<file path="src/edge_interval_meter_with_average_core_assert.svh">
// Assertion macros for the edge interval meter.
// Included by eim_ctrl, which checks its own control logic.
`ifndef EDGE_INTERVAL_METER_WITH_AVERAGE_CORE_ASSERT_SVH
`define EDGE_INTERVAL_METER_WITH_AVERAGE_CORE_ASSERT_SVH

// Consequence holds in the same cycle as the antecedent.
`define EIM_ASSERT_SAME(lbl, clk, rst_n, ante, cons) \
    lbl: assert property (@(posedge clk) disable iff (!rst_n) (ante) |-> (cons)) \
        else $error("eim: same-cycle check failed");

// Consequence holds in the cycle after the antecedent.
`define EIM_ASSERT_NEXT(lbl, clk, rst_n, ante, cons) \
    lbl: assert property (@(posedge clk) disable iff (!rst_n) (ante) |=> (cons)) \
        else $error("eim: next-cycle check failed");

`endif

</file>
<file path="src/eim_pkg.sv">
// Shared types and constants of the edge interval meter.
// Used by the controller, the datapath and the top level.
`default_nettype none
package eim_pkg;

    localparam int IN_TDATA_W  = 8;
    localparam int OUT_TDATA_W = 112;
    localparam int CFG_IDX_W   = 2;
    localparam int CFG_DATA_W  = 11;
    localparam int IVAL_W      = 32;
    localparam int AVG_W       = 40;
    localparam int DELTA_W     = 33;

    localparam logic [CFG_IDX_W-1:0] REG_EDGE_MODE    = 2'd0;
    localparam logic [CFG_IDX_W-1:0] REG_AVG_WINDOW   = 2'd1;
    localparam logic [CFG_IDX_W-1:0] REG_DELTA_ENABLE = 2'd2;

    localparam logic [1:0] EDGE_RISING  = 2'd1;
    localparam logic [1:0] EDGE_FALLING = 2'd2;

    localparam logic [CFG_DATA_W-1:0] AVG_WINDOW_RESET = 11'd100;

    typedef enum logic [2:0] {
        S_IDLE,
        S_UPD,
        S_DSTART,
        S_DIV,
        S_LOAD
    } t_state;

    typedef struct packed {
        logic ready;
        logic accept;
        logic upd;
        logic dstart;
        logic dstep;
        logic load;
    } t_cmd;

    typedef struct packed {
        logic result;
        logic win_on;
        logic div_done;
        logic out_free;
    } t_status;

endpackage
`default_nettype wire

</file>
<file path="src/eim_ctrl.sv">
// Controller of the edge interval meter: sequences the ring update,
// the average division and the result load. Uses eim_pkg and the assert header.
`default_nettype none
`include "edge_interval_meter_with_average_core_assert.svh"
module eim_ctrl (
    input  wire logic             i_clk,
    input  wire logic             i_rst_n,
    input  wire logic             i_s_tvalid,
    input  wire eim_pkg::t_status i_status,
    output eim_pkg::t_cmd         o_cmd
);
    import eim_pkg::*;

    t_state r_state;
    t_state n_state;

    always_ff @(posedge i_clk) begin
        if (!i_rst_n) begin
            r_state <= S_IDLE;
        end else begin
            r_state <= n_state;
        end
    end

    always_comb begin
        n_state = r_state;
        o_cmd   = '0;
        case (r_state)
            S_IDLE: begin
                o_cmd.ready  = 1'b1;
                o_cmd.accept = i_s_tvalid;
                if (i_s_tvalid && i_status.result) begin
                    n_state = i_status.win_on ? S_UPD : S_LOAD;
                end
            end
            S_UPD: begin
                o_cmd.upd = 1'b1;
                n_state   = S_DSTART;
            end
            S_DSTART: begin
                o_cmd.dstart = 1'b1;
                n_state      = S_DIV;
            end
            S_DIV: begin
                if (i_status.div_done) begin
                    n_state = S_LOAD;
                end else begin
                    o_cmd.dstep = 1'b1;
                end
            end
            S_LOAD: begin
                if (i_status.out_free) begin
                    o_cmd.load = 1'b1;
                    n_state    = S_IDLE;
                end
            end
            default: begin
                n_state = S_IDLE;
            end
        endcase
    end

    `EIM_ASSERT_SAME(a_accept_idle, i_clk, i_rst_n, o_cmd.accept, r_state == S_IDLE)
    `EIM_ASSERT_NEXT(a_upd_then_start, i_clk, i_rst_n, r_state == S_UPD, r_state == S_DSTART)
    `EIM_ASSERT_NEXT(a_load_then_idle, i_clk, i_rst_n, o_cmd.load, r_state == S_IDLE)
    `EIM_ASSERT_SAME(a_step_not_done, i_clk, i_rst_n, o_cmd.dstep, !i_status.div_done)
endmodule
`default_nettype wire

</file>
<file path="config.mk">
export PLATFORM = sky130hd
export DESIGN_NAME = eim_ctrl
export DESIGN_NICKNAME = d
export VERILOG_FILES = /design/src/eim_pkg.sv /design/src/eim_ctrl.sv
export VERILOG_INCLUDE_DIRS = /design/src /design/src/src
export SDC_FILE = /design/constraint.sdc
export NUM_CORES = 1
export LEC_CHECK = 0
export ABC_AREA = 1
export ABC_CLOCK_PERIOD_IN_PS = 900
export BUFFER_PORTS_ARGS = -buffer_cell sky130_fd_sc_hd__buf_2
export CORE_AREA = 2 2 39 41
export CTS_CLUSTER_DIAMETER = 30
export DETAILED_ROUTE_END_ITERATION = 10
export DIE_AREA = 0 0 41 43
export SYNTH_ARGS = -nofsm -noshare
export SYNTH_HDL_FRONTEND = slang
export SYNTH_SLANG_ARGS = --single-unit
</file>
<file path="constraint.sdc">
create_clock -name i_clk -period 0.9 [get_ports i_clk]
set_input_delay 0.18 -clock i_clk [delete_from_list [all_inputs] [get_ports i_clk]]
set_output_delay 0.18 -clock i_clk [all_outputs]
set_load 0.1 [all_outputs]
</file>
==> flow_summary.toml, run 1 <==
[setup_path]
crit_path_start = "r_state[1]$_SDFFE_PN0P_"
worstSetupEndpointType = "primary output"
path_common_cell = "nor2_4"
crit_path_cell_trace = "nor2_4 -> nand2_4 -> nor2_4 -> buf_12"
required_ns = 0.72
startpoint_type = "flop"
arrival_ns = 1.15
worst-path-max-fanout = 4
cp_slowest_cell = "dfxtp_4"
path_class = "reg -> out"
cp_num_buf_inv = 1
reg2reg_from = "r_state[1]$_SDFFE_PN0P_"
critical-path-top-delay-family = "simple AND/OR/NAND/NOR gates"
slowest_delay_ns = 0.35

[timing]
fin_crit_sh = 1.476
slew_violations = 0
hold_violations = 0
setup_violations = 9
tightest_slew_ns = 0.1977
finalWorstSetupSlack_ns = -0.4280
grt_setup_unrepaired = "yes"
fmax_ghz = 0.7530
fin_skew_ns = 0.001334
fin_crit_ns = 1.328
relSlewSlack = 0.8678

[grt]
antenna_found_initial = 0
grt_pass1_vias = 293
grt_overflow = 0
grt_pass1_wl_um = 1090
grt_max_degree = 6
track_usage = 0.09739

[place]
place_congestion = 0.7766
dpl.cell_count = 72
port_buffers = 12
dpl.hpwl_um = 503.6

[cells_and_area]
regMostFlops = "r_state"
largest_reg_flops = 3
area_growth_pct = 169.7
final_cells = 83
finalNetCount = 75
antennaDiodeCount = 0
drive_gt1_frac = 0.6866
top_regs = "r_state: 3 flops"

[synthesis]
synthCells = 42
syn-mean-instance-area_um2 = 5.303
synth.ff_latch_count = 3
synthesis.nets = 49
ys_warn_count = 0
ys_seq_area_frac = 0.2697
yosysUniqueCellTypes = 11
syn_area_um2 = 222.7

[die]
rows = 14
coreArea_um2 = 1384
num_io_pins = 13
chipWidth_um = 41
die_h_um = 43
initial_utilization = 0.1609
dieArea_um2 = 1763

[cts]
cts.clk_slew.worst_paths_ns = 0.04
root_buffer = "clkbuf_4"
clkSinkCount = 3
holdBufCountCts = 0
cts_tree = "built"
cts_buffer_depth = 2
htree_levels = 1
numCtsBuffers = 3
clkLatencyLatePin_ns = 0.23

[drt]
viasPerCell = 4.048
postRouteAntennaNets = 0
drt_wl_total_um = 800
drt_iter0_markers = 0
drc = 0
routed-via-count = 336
routedWlPerCell_um = 9.639
first_pass_iters = 1

[status]
violations = "setup timing"
status = "complete, but fails checks"

[flow_run]
drv_cap = 0

[hold_path]
hp-start = "i_rst_n"
min_path_type = "in -> reg"
==> metal layers <==
metal,track usage,up-vias,part of all wire
li1,-,175,-
met2,0.1563,4,0.62
met3,0.01571,0,0.031
met4,0.1000,0,0
met5,0,-,0
met1,0.09325,157,0.35
==> logic make-up after synthesis <==
family,count (synthesis),synth area share
compound gates,2,0.04490
flops,3,0.2697
buf+inv,13,0.2191
simple gates,24,0.4662
==> timing repair <==
action,CTS,global route
setup buffers,2,5
pin swaps,3,3
endpoints found under the hold margin,0,0
resized for setup,11,10
endpoints found under the setup margin,9,9
==> cells in the mapped netlist, drive strengths merged <==
| master | n | share of area |
|---|---|---|
| nand3 | 5 | 0.11 |
| nand2 | 9 | 0.15 |
| o21ai | 1 | 0.022 |
| inv | 12 | 0.20 |
| a21oi | 1 | 0.022 |
| nor2 | 8 | 0.16 |
| clkinv | 1 | 0.017 |
| dfxtp | 3 | 0.27 |
| nor3 | 2 | 0.045 |
==> per-stage QoR <==
step / area [um2] / worst slack, ns / setup TNS (ns) / utilization / hold WS [ns]
finish: 600.6 / -0.4280 / -2.954 / 0.4340 / 0.1741
floorplan: 262.8 / -0.5444 / -2.931 / - / 0.2930
global placement: 447.9 / -0.2004 / -1.545 / 0.3237 / 0.4136
detailed placement: 447.9 / -0.2294 / -1.597 / 0.3237 / 0.4181
CTS: 521.8 / -0.4101 / -2.797 / 0.3770 / 0.1664
global route: 600.6 / -0.4622 / -3.391 / 0.4340 / 0.1743
==> final cells by class <==
type                    count  area [um2]
clock buffers               4       26.28
well taps                  16       20.02
multi-input cells          26       196.4
inverters                  13       65.06
fillers                   142       783.3
flip-flops and latches      3       71.32
repair buffers             21       221.5
==> cell usage in the layout (no fill, tap or decap), types with 3 or more instances in the layout <==
cell,Yosys,layout
inv_1,11,8
buf_4,0,8
nor2_1,6,4
dfxtp_4,0,3
buf_12,0,6
nor2_4,0,4
clkbuf_4,0,3
nand2_1,9,5
nand2_2,0,3
inv_4,0,3
buf_2,0,6
==> path summary, 6_finish.rpt <==
path | end | slack, ns | depth (start not counted)
worst min register to register | r_state[0]$_SDFFE_PN0P_ | 0.70 | 5
worst max register to register | r_state[2]$_SDFFE_PN0P_ | -0.34 | 8
worst min-delay path | r_state[0]$_SDFFE_PN0P_ | 0.17 | 3
worst max-delay path | o_cmd[4] | -0.43 | 4
==> worst reg2reg max path: cells and delay by family, from the launching register on <==
kind	cells	cell delay [ns]
and+or+nand+nor	4	0.37
DFF	1	0.35
buffers and inverters	3	0.27
AOI/OAI and AO/OA	1	0.15
Power of run 1 is not shown: default switching activity piles up to over one toggle a cycle in this logic, so the estimate is an artifact.
==> run 2: changes to the inputs <==
ABC_AREA = 0   (was 1)
==> run 2 against run 1 <==
Sequential share of layout area down 0.90 points. Wire length is 0.63% higher. The run still ends with setup timing left. Non-clock buffer count is 6 higher. Register-to-register slack improved by 0.07 ns. Clock-buffer cell count stayed put. Via count fell by 8.9%. Flip-flop and latch count unchanged. Synthesized cell count shrank 31%. Setup slack lost 0.058 ns. Global-route usage increased by 1.5 points.
==> flow_summary.toml, run 2 <==
[status]
status = "complete, but fails checks"
violations = "setup timing"

[timing]
whs_ns = 0.2111
grt_setup_unrepaired = "yes"
tightest_slew_ns = 0.2163
fin_crit_ns = 1.386
relSlewSlack = 0.8552
setup_violations = 9
slew_violations = 0
hold_violations = 0
fmax_ghz = 0.7216
finalWorstSetupSlack_ns = -0.4859
fin_skew_ns = 0.004340
fin_crit_sh = 1.540

[synthesis]
yosysUniqueCellTypes = 22
synth_top_cell_by_area = "dfxtp_1"
muxShareOfSynthArea = 0
synthCells = 29
ys_warn_count = 0
yosys.area_share.simple = 0.4592
synth_edf_count = 0
synthesis.nets = 36
synth_top_area_share = 0.2449
synth_compound_area_frac = 0.1582
ys_seq_area_frac = 0.2449
synth_flop_cell = "dfxtp_1"
synth.ff_latch_count = 3
synth_top_family_by_area = "simple AND/OR/NAND/NOR gates"
synthArstFlopShare = 0
synthTopCellsByCount = "3 x dfxtp_1, 3 x nor2_1, 2 x buf_6, 2 x nand2_1, 2 x nor3_1"
synth_adder_area_share = 0
synth_area_leaders = "dfxtp_1 24%, buf_6 9.2%, nor4_4 8.7%"
syn_area_um2 = 245.2
syn-mean-instance-area_um2 = 8.456
synth-xor-area-share = 0

[cts]
clkSinkCount = 3
htree_levels = 1
root_buffer = "clkbuf_4"
cts.clk_slew.worst_paths_ns = 0.04
cts_tree = "built"
numCtsBuffers = 3
cts_buffer_depth = 2
clkLatencyLatePin_ns = 0.24

[setup_path]
worst-r2r-setup-slack_ns = -0.27
arrival_ns = 1.21
path_class = "reg -> out"
required_ns = 0.72
worstSetupEndpointType = "primary output"
startpoint_type = "flop"
worst-path-max-fanout = 5

[drt]
drt_wl_total_um = 805
first_pass_iters = 3
postRouteAntennaNets = 0
viasPerCell = 4.192
routedWlPerCell_um = 11.03
drt_iter0_markers = 1
routed-via-count = 306
drc = 0

[place]
port_buffers = 12
dpl.hpwl_um = 535.5
dpl.cell_count = 64
place_congestion = 0.7472

[grt]
track_usage = 0.1124
antenna_found_initial = 0
grt_max_degree = 8
grt_pass1_vias = 312
grt_pass1_wl_um = 1324
grt_overflow = 0

[cells_and_area]
drive_gt1_frac = 0.7895
top_regs = "r_state: 3 flops"
mostFrequentLayoutCells = "10 x buf_4, 6 x buf_2, 6 x buf_12"
antennaDiodeCount = 0
finalNetCount = 65
largest_reg_flops = 3
final_common_cell = "buf_4"
final_cells = 73
regMostFlops = "r_state"
area_growth_pct = 155.6
multi_input_area_um2 = 226.5
fillers = 122
seq_area_um2 = 68.82
utilization = 0.4530

[pwr]
power.switching_uw = 373.6
pwr-share-comb = 0.554
pwr-share-seq = 0.176
power.internal_uw = 532.8
p_per_area_nw_per_um2 = 1446
pwr-share-clk = 0.270
switching_share = 0.4122
ir_worst_vdd_v = 0.0007845
p_leak_uw = 0.0002618

[flow_run]
drv_cap = 0

[die]
chipWidth_um = 41
die_h_um = 43
initial_utilization = 0.1772
rows = 14
coreArea_um2 = 1384
dieArea_um2 = 1763
num_io_pins = 13

[hold_path]
min_path_type = "in -> reg"
## run 2: cell count changes after synthesis, moves of 2 or more
cell | before | now
inv_1 | 11 | 1
nor2_2 | 2 | 0
nand3_1 | 5 | 1
nand2_1 | 9 | 2
buf_6 | 0 | 2
nor2_1 | 6 | 3
## run 2: repair_timing
| item | 4_1_cts | 5_1_grt |
|---|---|---|
| setup buffers | 2 | 3 |
| hold buffers | 0 | 0 |
| endpoints found under the setup margin | 9 | 9 |
| pin swaps | 4 | 5 |
| cloned | 0 | 0 |
| resized for setup | 9 | 8 |
## run 2: logic make-up (layout without fill, tap and decap cells)
| family | Yosys count | after routing |
|---|---|---|
| flops | 3 | 3 |
| compound gates | 5 | 5 |
| buf+inv | 4 | 32 |
| simple gates | 17 | 17 |
## run 2: critical path, cell delays in order (launching register included)
cell and delay [ns]:
dfxtp_4 0.36, or2b_1 0.28, nor2_2 0.14, buf_12 0.19
## run 2: final timing paths
path                                         startpoint                       to  depth (start not counted)
worst max-delay path            r_state[2]$_SDFFE_PN0P_                 o_cmd[3]                          3
worst min register to register  r_state[2]$_SDFFE_PN0P_  r_state[1]$_SDFFE_PN0P_                          1
worst min-delay path                            i_rst_n  r_state[0]$_SDFFE_PN0P_                          2
worst max register to register  r_state[0]$_SDFFE_PN0P_  r_state[1]$_SDFFE_PN0P_                          5
## run 2: per-stage QoR
| step | setup slack (ns) | area (um2) | power (uW) | TNS, ns |
|---|---|---|---|---|
| after floorplan | -1.001 | 285.3 | 434.2 | -4.641 |
| after global routing | -0.5278 | 626.9 | 941.9 | -3.812 |
| after detailed placement | -0.2844 | 500.5 | 597.7 | -2.136 |
| after CTS | -0.5093 | 566.8 | 874.0 | -3.238 |
| final | -0.4859 | 626.9 | 906.5 | -3.432 |
| after global placement | -0.2732 | 500.5 | 595.7 | -2.047 |
## run 2: final cells by class
cell class	count	area share
Multi-Input combinational cell	22	0.3613
Clock buffer	4	0.04192
Timing Repair Buffer	27	0.4491
Sequential cell	3	0.1098
Tap cell	16	0.03194
Inverter	1	0.005988
## run 2: routing by layer
layer,global-route usage,vias to the layer above,share of wire
met4,0.08000,0,0.019
met2,0.1563,10,0.50
met3,0.02618,2,0.066
li1,-,162,-
met1,0.1447,132,0.42
met5,0,-,0
## run 2: power by group through the flow
stage	clock (uW)	sequential (uW)	combinational, uW
after detailed placement	0	159	439
final	245	160	502
after global placement	0	159	437
after CTS	253	159	462
after floorplan	0	150	284
after global routing	256	162	524
Note: power is estimated with default switching activity, not from simulation.
